**config.mk**
```make
export PLATFORM = sky130hd
export DESIGN_NAME = spi_front
export DESIGN_NICKNAME = d
export VERILOG_FILES = /design/src/rtl/spi_pkg.sv /design/src/rtl/spi_front.sv
export SDC_FILE = /design/constraint.sdc
export NUM_CORES = 1
export LEC_CHECK = 0
export BUFFER_PORTS_ARGS = -buffer_cell sky130_fd_sc_hd__buf_2
export CORE_ASPECT_RATIO = 0.6
export CORE_MARGIN = 4
export CORE_UTILIZATION = 47
export CTS_CLUSTER_SIZE = 8
export DETAILED_ROUTE_END_ITERATION = 8
export MAX_ROUTING_LAYER = met4
export PLACE_DENSITY_LB_ADDON = 0.25
export SLEW_MARGIN = 20
export SYNTH_ARGS = -nofsm -noshare
export SYNTH_HDL_FRONTEND = slang
export SYNTH_SLANG_ARGS = --single-unit
export TNS_END_PERCENT = 1
```
**constraint.sdc**
```tcl
create_clock -name clk -period 17.8 [get_ports clk]
set_input_delay 3.56 -clock clk [delete_from_list [all_inputs] [get_ports clk]]
set_output_delay 3.56 -clock clk [all_outputs]
set_load 0.005 [all_outputs]
```
**src/rtl/spi_pkg.sv**
```systemverilog
// Shared constants, command codes and the queue entry type for the sampler voice.
// Used by every module of the block except spi_ram; depends on nothing.
`default_nettype none

package spi_pkg;

    // sizing
    localparam int MAX_SAMPLES = 65536;
    localparam int FRAC_BITS   = 16;
    localparam int ADDR_W      = $clog2(MAX_SAMPLES);
    localparam int LEN_W       = 17;
    localparam int LEN_CAP     = (MAX_SAMPLES < 65536) ? MAX_SAMPLES : 65536;
    localparam int POS_W       = LEN_W + FRAC_BITS;
    localparam int SAMPLE_W    = 16;
    localparam int SPEED_W     = 24;
    localparam int CFG_W       = 24;
    localparam int CFG_IDX_W   = 2;

    // input commands
    localparam logic [2:0] CMD_WRITE  = 3'd0;
    localparam logic [2:0] CMD_PLAY   = 3'd1;
    localparam logic [2:0] CMD_STOP   = 3'd2;
    localparam logic [2:0] CMD_PAUSE  = 3'd3;
    localparam logic [2:0] CMD_RESUME = 3'd4;
    localparam logic [2:0] CMD_TICK   = 3'd5;
    localparam logic [2:0] CMD_SEEK   = 3'd6;

    // configuration register indexes
    localparam logic [CFG_IDX_W-1:0] REG_SPEED = 2'd0;
    localparam logic [CFG_IDX_W-1:0] REG_COUNT = 2'd1;
    localparam logic [CFG_IDX_W-1:0] REG_LOOP  = 2'd2;

    // what the back end has to do for one request
    typedef enum logic [1:0] {
        OP_PLAIN,
        OP_WRITE,
        OP_INTERP
    } op_kind_t;

    typedef struct packed {
        op_kind_t                    kind;
        logic [ADDR_W-1:0]           addr;
        logic signed [SAMPLE_W-1:0]  wdata;
        logic [LEN_W-1:0]            pos_idx;
        logic [FRAC_BITS-1:0]        frac;
        logic                        playing;
        logic                        paused;
    } op_t;

endpackage

`default_nettype wire

```
**src/rtl/spi_front.sv**
```systemverilog
// Front end: holds play position and flags, applies each command at once and
// builds the queue entry for the back end. Depends on spi_pkg.
`default_nettype none

module spi_front
    import spi_pkg::*;
(
    input  wire logic                       clk,
    input  wire logic                       rst_n,
    input  wire logic                       accept,
    input  wire logic [2:0]                 cmd,
    input  wire logic [15:0]                sample_index,
    input  wire logic signed [SAMPLE_W-1:0] sample_value,
    input  wire logic [16:0]                seek_fraction,
    input  wire logic signed [SPEED_W-1:0]  speed,
    input  wire logic                       loop_enable,
    input  wire logic [LEN_W-1:0]           len,
    output op_t                             op
);

    localparam int SPD_SHL = (FRAC_BITS >= 16) ? FRAC_BITS - 16 : 0;
    localparam int SPD_SHR = (FRAC_BITS < 16) ? 16 - FRAC_BITS : 0;
    localparam int SPD_W   = SPEED_W + SPD_SHL;
    localparam int SUM_W   = POS_W + 2;
    localparam int IP_W    = SUM_W - FRAC_BITS;
    localparam int SEEK_W  = 2 * LEN_W + SPD_SHL;

    // Q8.16 speed to the position format, floor when fraction bits drop
    function automatic logic signed [SPD_W-1:0] speed_to_pos(
        input logic signed [SPEED_W-1:0] v
    );
        logic signed [SPD_W-1:0] w;
        w = SPD_W'(v);
        w = (w <<< SPD_SHL) >>> SPD_SHR;
        return w;
    endfunction

    logic [POS_W-1:0]        pos_reg, pos_next;
    logic                    playing_reg, playing_next;
    logic                    paused_reg, paused_next;
    logic [POS_W-1:0]        len_pos;
    logic signed [SUM_W-1:0] tick_sum;
    logic signed [IP_W-1:0]  tick_ip;
    logic                    past_end, below_zero, active;
    logic [LEN_W-1:0]        seek_clamp;
    logic [2*LEN_W-1:0]      seek_prod;
    logic [SEEK_W-1:0]       seek_wide;
    logic [POS_W-1:0]        seek_pos;
    logic                    in_range;
    op_kind_t                kind;

    // tick arithmetic
    assign len_pos    = {len, {FRAC_BITS{1'b0}}};
    assign tick_sum   = $signed({2'b00, pos_reg}) + SUM_W'(speed_to_pos(speed));
    assign tick_ip    = tick_sum[SUM_W-1:FRAC_BITS];
    assign past_end   = tick_ip > $signed(IP_W'(len));
    assign below_zero = tick_sum[SUM_W-1];
    assign active     = playing_reg && !paused_reg && (len != '0);

    // seek target, fraction of the length
    assign seek_clamp = (seek_fraction > 17'h10000) ? 17'h10000 : seek_fraction;
    assign seek_prod  = seek_clamp * len;
    assign seek_wide  = SEEK_W'(seek_prod) << SPD_SHL;
    assign seek_pos   = POS_W'(seek_wide >> SPD_SHR);

    assign in_range = 32'(sample_index) < 32'(MAX_SAMPLES);

    // command decode
    always_comb
    begin
        pos_next     = pos_reg;
        playing_next = playing_reg;
        paused_next  = paused_reg;
        kind         = OP_PLAIN;
        case (cmd)
            CMD_WRITE:
            begin
                kind = in_range ? OP_WRITE : OP_PLAIN;
            end
            CMD_PLAY:
            begin
                pos_next     = (speed > 24'sd0) ? '0 : len_pos;
                playing_next = 1'b1;
            end
            CMD_STOP:
            begin
                pos_next     = '0;
                playing_next = 1'b0;
                paused_next  = 1'b0;
            end
            CMD_PAUSE:
            begin
                paused_next = 1'b1;
            end
            CMD_RESUME:
            begin
                paused_next = 1'b0;
            end
            CMD_TICK:
            begin
                if (active)
                begin
                    if (past_end)
                    begin
                        if (loop_enable)
                        begin
                            pos_next = '0;
                            kind     = OP_INTERP;
                        end
                        else
                        begin
                            pos_next     = len_pos;
                            playing_next = 1'b0;
                        end
                    end
                    else if (below_zero)
                    begin
                        if (loop_enable)
                        begin
                            pos_next = len_pos;
                            kind     = OP_INTERP;
                        end
                        else
                        begin
                            pos_next     = '0;
                            playing_next = 1'b0;
                        end
                    end
                    else
                    begin
                        pos_next = POS_W'(tick_sum);
                        kind     = OP_INTERP;
                    end
                end
            end
            CMD_SEEK:
            begin
                pos_next = seek_pos;
            end
            default:
            begin
                kind = OP_PLAIN;
            end
        endcase
    end

    // queue entry
    always_comb
    begin
        op.kind    = kind;
        op.addr    = ADDR_W'(sample_index);
        op.wdata   = sample_value;
        op.pos_idx = pos_next[POS_W-1:FRAC_BITS];
        op.frac    = pos_next[FRAC_BITS-1:0];
        op.playing = playing_next;
        op.paused  = paused_next;
    end

    // voice state
    always_ff @(posedge clk or negedge rst_n)
    begin
        if (!rst_n)
        begin
            pos_reg     <= '0;
            playing_reg <= 1'b0;
            paused_reg  <= 1'b0;
        end
        else if (accept)
        begin
            pos_reg     <= pos_next;
            playing_reg <= playing_next;
            paused_reg  <= paused_next;
        end
    end

endmodule

`default_nettype wire

```
==> Yosys cells after proc, flatten, opt, wreduce, memory -nomap -nowiden <==
Cells that the tools add are included.
{ "op_classes": {"addsub": 1, "n_mul": 1, "n_lt_le_gt_ge": 3, "eq_ne": 6, "mux": 19, "reduce_logical": 6} }
{ "ops": {"columns": ["operator", "count"], "rows": [
  ["33-bit two-way mux", 6],
  ["33-bit case mux with 4 select lines", 1],
  ["34-bit by 24-bit adder with 35-bit output", 1],
  ["17-bit by 17-bit multiplier with 33-bit output", 1],
  ["24-bit by 1-bit greater-than comparator with 1-bit output, second input constant", 1],
  ["19-bit by 18-bit greater-than comparator with 1-bit output", 1],
  ["17-bit greater-than comparator, second input constant", 1],
  ["17-bit two-way mux", 1],
  ["17-bit nonzero test", 1],
  ["3-bit equality test, second input constant", 3],
  ["2-bit two-way mux", 4],
  ["3-bit by 2-bit equality test with 1-bit output, second input constant", 2],
  ["1-bit two-way mux", 4],
  ["2-bit case mux with 2 select lines", 1],
  ["3-bit by 1-bit equality test with 1-bit output, second input constant", 1],
  ["3-bit zero test", 1],
  ["1-bit case mux with 3 select lines", 1],
  ["1-bit logical AND", 2],
  ["1-bit case mux with 2 select lines", 1],
  ["2-bit OR reduction", 1],
  ["1-bit zero test", 1]
]} }
{ "totals": {"ff_bits": 35, "in_bits": 97, "out_inout_bits": 69, "word_cells": 39} }

==> Depth between registers and ports, before layout <==
{ "depth": {"ltp_word": 5, "depth_mapped": 29, "ltp_nobuf": 27} }

==> Least setup slack after synthesis <==
No wires, ideal clock.
{ "synth_timing": {"kind": "in2out", "from": "input port seek_fraction[5]", "to": "output port op[32] (netlist name)", "t_arrival_ns": 10.280, "required_time_ns": 14.240, "slack_ns": 3.960, "stages": 26, "path_buffers": 2, "path_cell_list": "nor4_1 -> a41oi_1 -> nor2b_1 -> clkbuf_1 -> clkbuf_1 -> nand2_1 -> fa_1 -> fa_1 -> fa_1 -> inv_1 -> fa_1 -> fa_1 -> inv_1 -> fa_1 -> inv_1 -> ha_1 -> a21o_1 -> a211oi_1 -> nor2_1 -> or4_1 -> a211oi_2 -> o21ai_0 -> a21oi_1 -> xor2_1 -> o221ai_1 -> a22o_1"} }
{ "synth_rtl": {"columns": ["element", "line_no", "text"], "rows": [
  ["start, declared", "spi_front.sv:14", "input wire logic [16:0] seek_fraction,"],
  ["end, declared", "spi_front.sv:18", "output op_t op"]
]} }

==> results_dict.tcl <==
set metrics [dict create \
    status "completed" \
    syn_area_per_cell_um2 7.97 \
    largest_reg_flops 33 \
    core_um2 31400 \
    post-cts-setup-buffer-count 0 \
    switching_share 0.578 \
    synth_enable_flop_cells 0 \
    drc 0 \
    yosysWarnings 0 \
    rsz0062_at_grt "false" \
    grt_pass1_wl_um 78300 \
    slew_headroom 0.281 \
    fp.dieArea_um2 35100 \
    finalNetCount 2365 \
    synth_top_area_share 0.298 \
    synth_cell_types 79 \
    cp_max_fo 17 \
    clkPwrFrac 0.050 \
    initial_core_util 0.480 \
    synthAdderAreaFrac 0.430 \
    firstDrtPassIters 6 \
    syn_area_um2 15100 \
    top_layer_used "met4" \
    async_flop_share 1.00 \
    row_count 50 \
    slew_viol_final 0 \
    final_cell_mix "inv_1, nand2_1, fa_1" \
    cts_hold_buf 0 \
    whs_ns 0.537 \
    routabilityCongestion 1.05 \
    syn-num-nets 2371 \
    ant_nets 0 \
    synth-seq-area-share 0.0581 \
    wl_met1_um 22900 \
    ir_worst_vdd_v 0.000117 \
    hp-start "pos_reg[7]" \
    cts_resized 0 \
    layout_min_cycle_time_ns 15.43 \
    yosys_register_bits 35 \
    powerDensity_nw_per_um2 125 \
    grt_max_degree 37 \
    synth_top_family_by_area "adder cells" \
    overflow 0 \
    worst-path-buf-inv 5 \
    ys_top_cells_by_area "fa_1, ha_1, inv_1" \
    dr.first_iter.drc_count 1477 \
    cp.arrival_ns 11.87 \
    routedWlPerCell_um 21.5 \
    synthFlopType "dfrtp_1" \
    crit_type "input pin to output pin" \
    clk_pin_slew_ns 0.07 \
    wl_met3_um 5040 \
    tns_ns 0 \
    internal_power_uw 835 \
    final_common_cell "inv_1" \
    dieHeight_um 147 \
    cts.htree.levels 2 \
    power_frac_comb 0.884 \
    end_kind "output pin" \
    dp_hpwl_um 39800 \
    synthMuxAreaShare 0.00714 \
    final_hold_viol_count 0 \
    synth_compound_area_frac 0.164 \
    die_w_um 239 \
    grt_antenna_before_repair 2 \
    finalCritPeriodShare 0.867 \
    finalSetupViolations 0 \
    io_buffers 101 \
    path_common_cell "fa_1" \
    area_delta_synth_final_pct 4.71 \
    cp_slowest_cell "nor2b_2" \
    io_pins 166 \
    clockBufferDepth 2 \
    drt-total-wl_um 49500 \
    cp_top_family "adder cells" \
    met2WireLength_um 20800 \
    worst_slew_pin_slew_ns 1.07 \
    hold_path.class "register to register" \
    p_switching_uw 1140 \
    drv_cap 0 \
    vias 13700 \
    sequentialPowerShare 0.065 \
    synth_cells 1891 \
    finalClockSkew_ns 0.0159 \
    critPathRequiredTime_ns 14.24 \
    crit_path_start_kind "input pin" \
    cts_made_buffers 5 \
    synth-simple-area-share 0.188 \
    clock.fmax_ghz 0.0648 \
    leakagePower_uw 0.00806 \
    grt_usage 0.293 \
    drive_gt1_frac 0.0875 \
    cts_root_buf "clkbuf_16" \
    clk_latency_ns 0.31 \
    via_per_inst 5.93 \
    cp-startpoint "seek_fraction[13]" \
    yosysTopAreaCell "fa_1" \
    numClockSinks 35 \
    max_stage_delay_ns 0.90 \
    grt_pass1_vias 13700 \
    synth_xor_area_frac 0.0308 \
    r2r_start "pos_reg[0]" \
    cts_tree "yes" \
]
-- cell type report --
cell class	instances	area (um2)
Fill cell	3034	15600
Multi-Input combinational cell	1404	12400
Inverter	322	1210
Sequential cell	35	876
Timing Repair Buffer	117	626
Tap cell	416	520
Clock buffer	6	139
Clock inverter	1	5.00
Antenna cell	1	2.50
-- kinds of logic after synthesis --
| kind of cell | Yosys count |
|---|---|
| AO/OA/AOI/OAI | 371 |
| buffers and inverters | 452 |
| flip-flops | 35 |
| XOR/XNOR | 53 |
| multiplexers | 10 |
| AND/OR/NAND/NOR | 587 |
| adder cells (fa/ha/maj) | 383 |
-- per-layer routing --
metal | track usage | vias up
li1 | - | 6102
met1 | 0.434 | 6851
met2 | 0.415 | 635
met3 | 0.0713 | 66
met4 | 0.0476 | 0
met5 | - | -
-- final timing paths --
kind	cells past startpoint	slack (ns)	end
worst max-delay path	26	2.37	op[28]
worst min-delay path	1	0.54	pos_reg[7]
worst max register to register	22	10.87	pos_reg[11]
worst min register to register	1	0.54	pos_reg[7]
max in group asynchronous	1	13.68	paused_reg
min in group asynchronous	1	3.42	pos_reg[12]
-- power by group through the flow --
stage	Clock, uW	Sequential [uW]	Combinational (uW)
2_1_floorplan	0	121	1250
3_3_place_gp	0	129	1680
3_5_place_dp	0	130	1700
4_1_cts	99.2	128	1710
5_1_grt	102	131	1950
6_report	99.7	129	1750
-- cells in the mapped netlist (14+ instances only) --
cell type	count
o21ai_0	62
fa_1	224
xor2_1	18
clkbuf_1	87
nor2_1	79
nand3_1	18
nand4_1	14
nand2_1	260
ha_1	159
dfrtp_1	35
a211oi_1	14
inv_1	322
xnor2_1	35
nor2b_1	22
and2_1	124
a31oi_1	22
a21oi_1	101
nor4_1	18
a21o_1	28
a22o_1	31
buf_4	36
-- stage by stage --
step | power (uW) | area [um2] | util | cells | setup WS [ns]
after floorplan | 1370 | 15100 | - | 1891 | 3.96
after global placement | 1810 | 15600 | 0.498 | 2294 | 2.50
after global routing | 2180 | 15800 | 0.503 | 2302 | 1.94
after CTS | 1940 | 15800 | 0.502 | 2301 | 2.27
final | 1980 | 15800 | 0.503 | 2302 | 2.37
after detailed placement | 1830 | 15600 | 0.498 | 2294 | 2.32
No activity file was read; power rests on OpenSTA's default activity.
