File: config.mk
export PLATFORM = sky130hd
export DESIGN_NAME = spi_queue
export DESIGN_NICKNAME = d
export VERILOG_FILES = /design/src/rtl/spi_pkg.sv /design/src/rtl/spi_queue.sv
export SDC_FILE = /design/constraint.sdc
export NUM_CORES = 1
export LEC_CHECK = 0
export ABC_AREA = 1
export BUFFER_PORTS_ARGS = -buffer_cell sky130_fd_sc_hd__buf_2
export CORE_MARGIN = 3
export CORE_UTILIZATION = 40
export DETAILED_ROUTE_END_ITERATION = 16
export HOLD_SLACK_MARGIN = 0.15
export PLACE_DENSITY = 0.66
export SLEW_MARGIN = 30
export SYNTH_ARGS = -nofsm -noshare
export SYNTH_HDL_FRONTEND = slang
export SYNTH_SLANG_ARGS = --single-unit
File: constraint.sdc
create_clock -name clk -period 3.9 [get_ports clk]
set_input_delay 0.39 -clock clk [delete_from_list [all_inputs] [get_ports clk]]
set_output_delay 0.39 -clock clk [all_outputs]
set_load 0.05 [all_outputs]
File: src/rtl/spi_pkg.sv
// Shared constants, command codes and the queue entry type for the sampler voice.
// Used by every module of the block except spi_ram; depends on nothing.
`default_nettype none

package spi_pkg;

    // sizing
    localparam int MAX_SAMPLES = 65536;
    localparam int FRAC_BITS   = 16;
    localparam int ADDR_W      = $clog2(MAX_SAMPLES);
    localparam int LEN_W       = 17;
    localparam int LEN_CAP     = (MAX_SAMPLES < 65536) ? MAX_SAMPLES : 65536;
    localparam int POS_W       = LEN_W + FRAC_BITS;
    localparam int SAMPLE_W    = 16;
    localparam int SPEED_W     = 24;
    localparam int CFG_W       = 24;
    localparam int CFG_IDX_W   = 2;

    // input commands
    localparam logic [2:0] CMD_WRITE  = 3'd0;
    localparam logic [2:0] CMD_PLAY   = 3'd1;
    localparam logic [2:0] CMD_STOP   = 3'd2;
    localparam logic [2:0] CMD_PAUSE  = 3'd3;
    localparam logic [2:0] CMD_RESUME = 3'd4;
    localparam logic [2:0] CMD_TICK   = 3'd5;
    localparam logic [2:0] CMD_SEEK   = 3'd6;

    // configuration register indexes
    localparam logic [CFG_IDX_W-1:0] REG_SPEED = 2'd0;
    localparam logic [CFG_IDX_W-1:0] REG_COUNT = 2'd1;
    localparam logic [CFG_IDX_W-1:0] REG_LOOP  = 2'd2;

    // what the back end has to do for one request
    typedef enum logic [1:0] {
        OP_PLAIN,
        OP_WRITE,
        OP_INTERP
    } op_kind_t;

    typedef struct packed {
        op_kind_t                    kind;
        logic [ADDR_W-1:0]           addr;
        logic signed [SAMPLE_W-1:0]  wdata;
        logic [LEN_W-1:0]            pos_idx;
        logic [FRAC_BITS-1:0]        frac;
        logic                        playing;
        logic                        paused;
    } op_t;

endpackage

`default_nettype wire

File: src/rtl/spi_queue.sv
// Two-entry request queue between the front end and the back end.
// Depends on spi_pkg for the entry type.
`default_nettype none

module spi_queue
    import spi_pkg::*;
(
    input  wire logic clk,
    input  wire logic rst_n,
    input  wire logic push,
    input  op_t       push_op,
    input  wire logic pop,
    output op_t       head_op,
    output logic      head_valid,
    output logic      full
);

    localparam int DEPTH = 2;
    localparam int PTR_W = $clog2(DEPTH);
    localparam int CNT_W = $clog2(DEPTH + 1);

    op_t              entry_reg [DEPTH];
    logic [PTR_W-1:0] wr_ptr_reg, rd_ptr_reg;
    logic [CNT_W-1:0] count_reg;

    assign head_op    = entry_reg[rd_ptr_reg];
    assign head_valid = count_reg != '0;
    assign full       = count_reg == CNT_W'(DEPTH);

    // pointers and fill level
    always_ff @(posedge clk or negedge rst_n)
    begin
        if (!rst_n)
        begin
            wr_ptr_reg <= '0;
            rd_ptr_reg <= '0;
            count_reg  <= '0;
        end
        else
        begin
            if (push)
            begin
                wr_ptr_reg <= wr_ptr_reg + 1'b1;
            end
            if (pop)
            begin
                rd_ptr_reg <= rd_ptr_reg + 1'b1;
            end
            if (push && !pop)
            begin
                count_reg <= count_reg + 1'b1;
            end
            else if (pop && !push)
            begin
                count_reg <= count_reg - 1'b1;
            end
        end
    end

    // entry storage
    always_ff @(posedge clk)
    begin
        if (push)
        begin
            entry_reg[wr_ptr_reg] <= push_op;
        end
    end

endmodule

`default_nettype wire

Word level (Yosys, flattened, before mapping)
Memories as Yosys holds them, arrays and structs flattened.
Index checks and enable logic that the tools add are counted.
- $add $sub $neg: 4
- equality and inequality tests: 1
- mux-type cells: 4
- reduce and logical (&&, ||, !) cells: 6
- operators by type and width (kind ; count):
    $mux W2 ; 2
    $reduce_bool A2 Y1 ; 2
    $add A1 B1 Y1 const B ; 2
    $add A2 B1 Y2 const B ; 1
    $eq A2 B2 Y1 const B ; 1
    $logic_and A1 B1 Y1 ; 2
    $logic_not A1 Y1 ; 2
    $mux W1 ; 2
    $sub A2 B1 Y2 const B ; 1
- register bits: 4
- bits in writable memories: 138
- input port bits: 73
- output and inout bits: 71
- word-level logic and storage cells: 19
- memories: 1
- memories (memory ; words ; width ; read ports ; clocked after Yosys merged registers in ; write ports ; RTL line ; source):
    entry_reg ; 2 ; 69 ; 1 ; 0 ; 1 ; spi_queue.sv:22 ; op_t entry_reg [DEPTH];

Depth between registers and ports, before layout
Gate-level depths: netlist of the first run.
- word-level depth: 4
- depth in mapped cells: 7
- mapped depth without buffers: 7

Least setup slack after synthesis of the first run
OpenSTA, ideal clock, no wires.
- path kind: input port to flip-flop
- from: input port push
- to: memory entry_reg[0][0] (netlist bit), enable pin
- library setup time: 0.498 ns
- arrival time: 3.323 ns
- required time: 3.402 ns
- path slack: 0.079 ns
- stages on the path: 2
- buffers on the path: 0
- cell sequence: inv_1 nor2_1
- cells in the longest elaborated chain, start to end: 2
- ends and longest elaborated chain (item ; RTL line ; source):
    from (decl) ; spi_queue.sv:10 ; input wire logic push,
    $mux W1 ; spi_queue.sv:63 ; if (push)
    $mux W1 (implied by the code) ; spi_queue.sv:65 ; entry_reg[wr_ptr_reg] <= push_op;
    to (decl) ; spi_queue.sv:22 ;
Every way passes these cells.

==> run_results.csv, run 1 <==
group,metric,value,unit
placement,hpwl,6.36,mm
floorplanning,design.core.area,0.0134,mm^2
critical_path,worstPathMaxFanout,34,
final_layout,register_area,0.00425,mm^2
final_layout,largest_reg_flops,138,
synthesis,synth_top_area_share,74.8,%
final_layout,final_core_util,55.6,%
timing,maxSlewViolCount,0,
synthesis,synth_common_cells,"edfxtp_1 (138), mux2_4 (69), buf_12 (7), inv_1 (7), nand2_1 (6)",
timing,tns,0,ns
final_layout,num_antenna_cells,0,
clocking,clock-sinks,142,
timing,whs,0.172,ns
critical_path,critPathCaptureType,"primary output",
final_layout,drive_gt1_share,54.6,%
clocking,insertion_delay,0.41,ns
detailed_routing,first_pass_iters,4,
detailed_routing,drt_iter0_drc,161,
pwr,p_int,0.00392,W
timing,worst_pin_slew,0.853,ns
synthesis,synth_top_cell_by_area,"edfxtp_1",
pwr,power.share.sequential,34.9,%
final_layout,final_nets,517,
clocking,clk_path_buf_depth,2,
synthesis,synth_edf_count,138,
run_status,status,"finished, final reports clean",
synthesis,synth_area,0.00554,mm^2
detailed_routing,ant_nets,0,
clocking,cts_made_buffers,17,
detailed_routing,vias,2867,
detailed_routing,wire_per_inst,16.0,um
global_route,use_met3,4.95,%
placement,gp_congestion,0.700,
floorplanning,fp.dieW,124,um
detailed_routing,vias_per_cell,4.54,
pwr,p_switching,0.00242,W
critical_path,critPathArrivalTime,2.43,ns
clocking,root_buffer,"clkbuf_16",
clocking,cts_setup_buffers,0,
global_route,top_usage_layer,"met2",
placement,portBuffers,143,
synthesis,async_flop_share,2.82,%
floorplanning,die_y,124,um
timing,fmax,354,MHz
synthesis,synth.avg_cell_area,23.1,um^2
timing,fin_skew,0.00444,ns
timing,slew_headroom,43.1,%
clocking,cts_resized,0,
synthesis,ys_types,13,
pwr,clkPwrFrac,26.4,%
critical_path,cp-start-kind,"flip-flop",
floorplanning,rows,42,
global_route,grt_usage,13.6,%
floorplanning,start_util,41.3,%
synthesis,yosys_warnings,0,
critical_path,critPathKind,"flip-flop to primary output",
global_route,grt_pass1_vias,3044,
flow_run,maxCapViolCount,0,
pwr,p_leak,3.04,nW
synthesis,ys_seq_area_share,76.6,%
final_layout,synthToLayoutAreaGrowth,34.6,%
critical_path,slowest_delay,0.85,ns
detailed_routing,drc,0,
critical_path,slowest_stage,"dfrtp_4",
global_route,use_met2,22.6,%
clocking,clk_pin_slew,0.06,ns
timing,fin_crit,2.82,ns
pwr,combPwrFrac,38.8,%
global_route,antenna_found_initial,0,
synthesis,synth_ff_type,"edfxtp_1",
floorplanning,ios,144,
global_route,met1_usage,15.5,%
synthesis,synth_area_leaders,"edfxtp_1 (75%), mux2_4 (19%), buf_12 (2.5%), dfrtp_1 (1.8%), inv_1 (0.47%)",
clocking,cts.htree.levels,4,
timing,hold_viol,0,
min_path,hp-class,"primary input to flip-flop",
global_route,grt_pass1_wl,15.2,mm
critical_path,critical_path_required,3.51,ns
synthesis,synth_fp_nets,314,
synthesis,synth-seq-cells,142,
global_route,grt_start_max_net_pins,52,
synthesis,yosysMostFrequentCell,"edfxtp_1",
pwr,pwr_density_cell,851,mW/mm^2
floorplanning,die_area,0.0153,mm^2
timing,grt_setup_unrepaired,"false",
detailed_routing,drt-total-wl,10.1,mm
pwr,vdd_drop_max,0.622,mV
clocking,hold_buffers,43,
final_layout,multiInputGateArea,0.00112,mm^2
pwr,swShare,38.1,%
global_route,grt_overflow,0,
timing,setup_viol,0,
timing,fin_crit_sh,72.4,%
final_layout,final.fill_count,1070,
clocking,tritoncts,"done",
synthesis,synth_cells,240,
critical_path,crit_chain,"buf_4, mux2_4, buf_2",
==> cells in the final DEF (no fill, tap or decap), drive strengths merged, types with 6 or more instances in the layout <==
cell	count
nand2	6
inv	6
clkbuf	19
mux2	69
dlygate4sd3	45
clkinvlp	6
edfxtp	138
buf	147
==> layer usage <==
metal  share of wire (%)  vias to the layer above
li1                    -                     1342
met1                  41                     1399
met2                  50                      108
met3                 6.4                       18
met4                 2.5                        0
met5                   0                        -
==> final timing paths <==
| kind | cells past startpoint | startpoint | slack [ns] | end |
|---|---|---|---|---|
| hold / removal | 1 | push_op[55] | 0.17 | entry_reg[1][55] |
| max in group asynchronous | 2 | rst_n | 3.44 | rd_ptr_reg |
| hold reg to reg | 2 | count_reg[1] | 0.51 | count_reg[1] |
| min in group asynchronous | 2 | rst_n | 0.32 | count_reg[0] |
| setup / recovery | 3 | rd_ptr_reg | 1.08 | head_op[46] |
| setup reg to reg | 3 | wr_ptr_reg | 1.90 | entry_reg[1][68] |
==> worst max-delay path: cells and delay by family (launching register included) <==
| family | cells | cell delay, ns |
|---|---|---|
| buffers and inverters | 2 | 0.77 |
| multiplexers | 1 | 0.35 |
| flip-flops | 1 | 0.85 |
==> area by class of cell <==
class / count / area share, %
Timing Repair Buffer: 192 / 16.2
Clock buffer: 19 / 5.81
Inverter: 7 / 0.369
Tap cell: 176 / 2.95
Sequential cell: 142 / 57.0
Multi-Input combinational cell: 83 / 15.1
Clock inverter: 13 / 2.57
==> logic make-up after synthesis <==
| group | after synthesis | share of synthesized area, % |
|---|---|---|
| buf+inv | 15 | 3.21 |
| mux | 69 | 18.7 |
| simple gates | 10 | 0.746 |
| xor+xnor | 3 | 0.475 |
| flops | 142 | 76.6 |
| fa+ha+maj | 1 | 0.226 |
==> power by group through the flow <==
stage / Sequential (W) / Clock [W] / Combinational [W]
floorplan: 0.00214 / 0 / 0.00222
global placement: 0.00223 / 0 / 0.00244
detailed placement: 0.00225 / 0 / 0.00245
CTS: 0.00222 / 0.00171 / 0.00249
global route: 0.00225 / 0.00178 / 0.00257
finish: 0.00221 / 0.00167 / 0.00246
==> per-stage QoR <==
stage	std cells	instance area [um^2]	total power (W)	setup WS, ns
after floorplan	240	5540	0.00436	0.0791
after global placement	555	6380	0.00467	1.47
after detailed placement	555	6380	0.00470	1.47
after CTS	630	7430	0.00642	1.01
after global routing	632	7450	0.00660	0.961
final	632	7450	0.00634	1.08
Power figures use the tool's default switching activity.
==> inputs of run 2 (changes only) <==
- PLACE_DENSITY: 0.66 -> unset
- clock period: 3.9 -> 2.7 ns (I/O delays scaled with it)
==> run 2 against run 1 <==
Final cell count increased by 4.3%. Wire length decreased by 5.0%. Hold slack better by 0.033 ns. Critical path depth stayed put.
==> run_results.csv, run 2 (synthesis results as in run 1) <==
group,metric,value,unit
critical_path,critPathKind,"flip-flop to primary output",
clocking,tritoncts,"done",
critical_path,critPathArrivalTime,1.99,ns
global_route,grt_pass1_vias,3097,
pwr,p_leak,3.17,nW
pwr,pwr_density_cell,1180,mW/mm^2
min_path,hp-class,"primary input to asynchronous set/reset pin",
floorplanning,design.core.area,0.0134,mm^2
critical_path,path_delay_family,"flip-flops",
critical_path,crit_buf_inv,2,
clocking,clk_path_buf_depth,2,
final_layout,largest_reg_flops,138,
critical_path,ff2ff_path_depth,3,
pwr,finalPower,0.00911,W
critical_path,cp-start-kind,"flip-flop",
critical_path,worstPathMaxFanout,18,
timing,fin_crit_sh,83.7,%
pwr,vdd_drop_max,0.630,mV
clocking,root_buffer,"clkbuf_16",
timing,hold_viol,0,
final_layout,final_nets,546,
placement,hpwl,6.05,mm
final_layout,layout_commonest_cell,"buf_2",
floorplanning,die_area,0.0153,mm^2
detailed_routing,drt_iter0_drc,153,
global_route,antenna_found_initial,0,
clocking,cts_made_buffers,17,
timing,slew_headroom,66.0,%
timing,setup_viol,0,
detailed_routing,first_pass_iters,4,
floorplanning,rows,42,
detailed_routing,ant_nets,0,
critical_path,slowest_delay,0.63,ns
timing,maxSlewViolCount,0,
clocking,cts.htree.levels,4,
global_route,grt_start_max_net_pins,39,
final_layout,final.fill_count,1023,
final_layout,synthToLayoutAreaGrowth,39.3,%
placement,dpl_cell_area,0.00639,mm^2
global_route,grt_overflow,0,
flow_run,maxCapViolCount,0,
final_layout,num_antenna_cells,0,
detailed_routing,drt-total-wl,9.58,mm
critical_path,path_depth,3,
timing,fin_skew,0.00683,ns
critical_path,crit_chain,"buf_4, mux2_4, buf_2",
placement,gp_congestion,0.666,
global_route,grt_usage,13.0,%
critical_path,critPathCaptureType,"primary output",
global_route,grt_pass1_wl,14.8,mm
clocking,clk_pin_slew,0.05,ns
detailed_routing,vias,2916,
critical_path,critical_path_required,2.43,ns
timing,grt_setup_unrepaired,"false",
timing,tns,0,ns
floorplanning,start_util,41.3,%
final_layout,mostFrequentLayoutCells,"buf_2 (143), edfxtp_1 (138), dlygate4sd3_1 (72)",
run_status,status,"finished, final reports clean",
clocking,clock-sinks,142,
detailed_routing,drc,0,
floorplanning,ios,144,
critical_path,slowest_stage,"dfrtp_4",
timing,fmax,443,MHz
timing,worst_pin_slew,0.510,ns
timing,whs,0.205,ns
floorplanning,fp.dieW,124,um
detailed_routing,vias_per_cell,4.42,
floorplanning,die_y,124,um
placement,portBuffers,143,
final_layout,stdcell_area,0.00771,mm^2
detailed_routing,wire_per_inst,14.5,um
timing,fin_crit,2.26,ns
clocking,insertion_delay,0.41,ns
final_layout,drive_gt1_share,51.6,%
==> run 2: timing repair <==
item,4_1_cts,5_1_grt
setup buffers,0,0
hold buffers,72,0
resized for setup,0,0
hold endpoints to repair,144,0
==> run 2: layout make-up <==
type / instances / area [um^2] / area share [%]
clock buffer: 17 / 425 / 5.52
clock inverter: 13 / 174 / 2.26
inverter: 7 / 27.5 / 0.357
multi-input combinational: 83 / 1120 / 14.6
sequential: 142 / 4250 / 55.1
tap: 176 / 220 / 2.86
timing repair buffer: 221 / 1490 / 19.4
==> run 2: worst paths after layout <==
| check | startpoint | end | slack, ns |
|---|---|---|---|
| worst min register to register | count_reg[1] | count_reg[1] | 0.49 |
| min in group clk | count_reg[1] | count_reg[1] | 0.49 |
| worst max register to register | wr_ptr_reg | entry_reg[1][37] | 1.06 |
| max in group asynchronous | rst_n | rd_ptr_reg | 2.35 |
| worst max-delay path | rd_ptr_reg | head_op[21] | 0.44 |
| worst min-delay path | rst_n | count_reg[1] | 0.21 |
==> run 2: worst register-to-register path, stage by stage (launching register included) <==
cell,delay (ns)
dfrtp_1,0.42
nand2_1,0.09
clkinv_2,0.29
buf_4,0.47
==> run 2: report_power, final <==
part | total (W) | leakage, nW | switching, W | internal, W
registers | 0.00311 | 1.34 | 0.000178 | 0.00293
clock network | 0.00233 | 0.285 | 0.000813 | 0.00152
logic | 0.00366 | 1.54 | 0.00244 | 0.00122
==> run 2: per-stage QoR <==
stage	setup WS, ns	util (%)	cells
3_3_place_gp	0.877	47.7	557
3_5_place_dp	0.857	47.7	557
2_1_floorplan	0.0600	-	240
5_1_grt	0.354	57.6	659
4_1_cts	0.409	57.6	659
6_report	0.441	57.6	659
==> run 2: per-layer routing <==
metal,track usage (%),part of all wire [%]
met3,4.77,6.5
met4,6.23,1.1
met2,21.2,50
met1,15.3,42
met5,0,0
==> inputs of run 3 (changes only) <==
- ABC_AREA: 1 -> 0
- clock period: 2.7 -> 2.3 ns (I/O delays scaled with it)
==> run 3 against run 2 <==
Sequential cell count is the same. Register-to-register slack lost 0.17 ns. Setup slack lost 0.19 ns. Combinational power grew 20%. Via count shrank 0.82%. Hold slack gained 0.30 ns. Count of clock-buffer cells in the layout grew 1. Clock skew shrank 0.0012 ns. Sequential power grew 15%. Largest cell class unchanged. Largest power group unchanged.
==> run_results.csv, run 3 <==
group,metric,value,unit
run_status,status,"finished, final reports clean",
synthesis,synth_area,0.00552,mm^2
synthesis,synthSimpleGateAreaFrac,0.521,%
synthesis,synth_top_area_share,75.1,%
critical_path,critPathKind,"flip-flop to primary output",
min_path,whs_endpoint,"count_reg[1]",
pwr,pwr_density_cell,1400,mW/mm^2
synthesis,yosys_warnings,0,
floorplanning,die_y,123,um
floorplanning,ios,144,
global_route,use_met2,21.3,%
final_layout,synthToLayoutAreaGrowth,41.0,%
timing,fin_skew,0.00561,ns
placement,hpwl,6.05,mm
synthesis,ys_seq_area_share,76.9,%
detailed_routing,wire_per_inst,14.9,um
global_route,met1_usage,15.6,%
synthesis,synth-seq-cells,142,
final_layout,final_nets,539,
synthesis,synth_compound_area_share,0,%
global_route,grt_pass1_vias,2997,
pwr,p_switching,0.00406,W
critical_path,cp-start-kind,"flip-flop",
synthesis,synth_edf_count,138,
min_path,min-delay-start,"count_reg[1]",
clocking,root_buffer,"clkbuf_16",
synthesis,synth_fp_nets,305,
clocking,cts_setup_buffers,0,
pwr,finalPower,0.0109,W
critical_path,r2r-end,"entry_reg[1][24]",
synthesis,synth_common_cells,"edfxtp_1 (138), mux2_4 (69), buf_12 (7), dfrtp_1 (4), xor2_1 (4)",
synthesis,synth_ff_type,"edfxtp_1",
synthesis,synth_cells,231,
synthesis,yosysMostFrequentCell,"edfxtp_1",
detailed_routing,drc,0,
critical_path,r2r_start,"wr_ptr_reg",
clocking,clock-sinks,142,
final_layout,largest_reg_flops,138,
detailed_routing,vias_per_cell,4.42,
final_layout,num_antenna_cells,0,
clocking,cts_made_buffers,17,
clocking,cts.htree.levels,4,
min_path,min_path_cells,1,
timing,hold_viol,0,
critical_path,critPathArrivalTime,1.81,ns
pwr,clkPwrFrac,26.8,%
final_layout,drive_gt1_share,52.9,%
synthesis,synthAdderAreaFrac,0.227,%
detailed_routing,ant_nets,0,
placement,portBuffers,143,
detailed_routing,first_pass_iters,4,
global_route,grt_start_max_net_pins,48,
pwr,vdd_drop_max,0.705,mV
synthesis,synth_top_cell_by_area,"edfxtp_1",
placement,gp_congestion,0.643,
synthesis,synth-xor-area-share,0.793,%
timing,grt_setup_unrepaired,"false",
timing,setup_viol,0,
synthesis,ys_types,13,
global_route,grt_usage,13.2,%
clocking,clk_pin_slew,0.06,ns
floorplanning,design.core.area,0.0133,mm^2
synthesis,synth_top_family_by_area,"multiplexers",
global_route,grt_pass1_wl,14.6,mm
critical_path,critPathCaptureType,"primary output",
min_path,hp-class,"flip-flop to flip-flop",
global_route,grt_overflow,0,
detailed_routing,vias,2892,
floorplanning,die_area,0.0152,mm^2
timing,fmax,489,MHz
timing,maxSlewViolCount,0,
pwr,p_leak,3.18,nW
pwr,p_int,0.00685,W
timing,tns,0,ns
floorplanning,fp.dieW,123,um
detailed_routing,drt-total-wl,9.77,mm
timing,fin_crit_sh,88.9,%
floorplanning,rows,42,
global_route,antenna_found_initial,0,
pwr,combPwrFrac,40.3,%
timing,worst_pin_slew,0.470,ns
synthesis,muxShareOfSynthArea,18.8,%
final_layout,layout_commonest_cell,"buf_2",
timing,fin_crit,2.04,ns
floorplanning,start_util,41.4,%
global_route,top_usage_layer,"met2",
detailed_routing,drt_iter0_drc,135,
pwr,power.share.sequential,32.8,%
synthesis,synth_area_leaders,"edfxtp_1 (75%), mux2_4 (19%), buf_12 (2.5%), dfrtp_1 (1.8%), xor2_1 (0.63%)",
clocking,clk_path_buf_depth,2,
pwr,swShare,37.2,%
critical_path,rrSetupSlack,0.89,ns
clocking,tritoncts,"done",
synthesis,synth.avg_cell_area,23.9,um^2
critical_path,cp-startpoint,"rd_ptr_reg",
timing,slew_headroom,68.7,%
flow_run,maxCapViolCount,0,
critical_path,ff2ff_path_depth,2,
critical_path,critical_path_required,2.07,ns
synthesis,async_flop_share,2.82,%
global_route,use_met3,4.71,%
final_layout,mostFrequentLayoutCells,"buf_2 (143), edfxtp_1 (138), dlygate4sd3_1 (73)",
clocking,insertion_delay,0.41,ns
critical_path,worstPathMaxFanout,25,
run 3: cell types whose count changed in the layout (fill, tap and decap cells not counted), moves of 2 or more:
cell | before | now
inv_1 | 6 | 1
clkinv_2 | 4 | 2
xor2_1 | 2 | 4
buf_12 | 1 | 3
nand2_1 | 6 | 0
inv_6 | 0 | 2
run 3: worst max path at each step:
| stage | end | slack, ns | cells past startpoint |
|---|---|---|---|
| finish | head_op[41] | 0.26 | 3 |
| global route | head_op[39] | 0.18 | 3 |
| CTS | head_op[39] | 0.21 | 3 |
| detailed placement | head_op[39] | 0.66 | 3 |
| global placement | head_op[39] | 0.66 | 3 |
| floorplan | entry_reg[0][0] | 0.43 | 1 |
run 3: power by group through the flow:
stage               sequential [W]  clock (W)  combinational (W)
detailed placement         0.00364          0            0.00437
global placement           0.00361          0            0.00437
global route               0.00363    0.00312            0.00462
finish                     0.00358    0.00293            0.00440
floorplan                  0.00360          0            0.00377
CTS                        0.00358    0.00300            0.00448
run 3: layout make-up:
type | count | area (um^2)
clock buffers | 18 | 429
clock inverters | 14 | 214
fillers | 1016 | 5570
inverters | 1 | 3.75
multi-input cells | 80 | 1130
flip-flops and latches | 142 | 4250
well taps | 176 | 220
repair buffers | 223 | 1540
run 3: metal layers:
layer | part of all wire (%) | vias to the layer above | wire length [um]
met5 | 0 | - | 0
met3 | 7.2 | 12 | 708
met2 | 48 | 110 | 4700
met4 | 1.8 | 0 | 171
li1 | - | 1383 | -
met1 | 43 | 1387 | 4180
run 3: metrics by stage:
step                hold slack, ns  utilization (%)  instance area, um^2  setup WS [ns]  cells
CTS                          0.489             58.3                 7780          0.207    654
detailed placement          0.0447             48.0                 6410          0.657    549
finish                       0.501             58.3                 7780          0.255    654
floorplan                  -0.0656                -                 5530          0.429    231
global placement            0.0415             48.0                 6410          0.660    549
global route                 0.523             58.3                 7780          0.183    654
run 3: cell families (layout without fill, tap and decap cells):
family                     count (synthesis)  after routing
xor gates and xnor gates                   5              5
muxes                                     69             69
buffers and inverters                      9            256
and+or+nand+nor                            5              5
DFF                                      142            142
adders and majority gates                  1              1
run 3: what timing repair did:
item                      4_1_cts  5_1_grt
gates resized for setup         0        0
hold endpoints to repair      144        0
hold buffers                   73        0
run 3: worst max-delay path, cell delays in order, from the launching register on:
cell and delay [ns]:
dfrtp_4 0.42, buf_4 0.41, mux2_4 0.35, buf_2 0.21
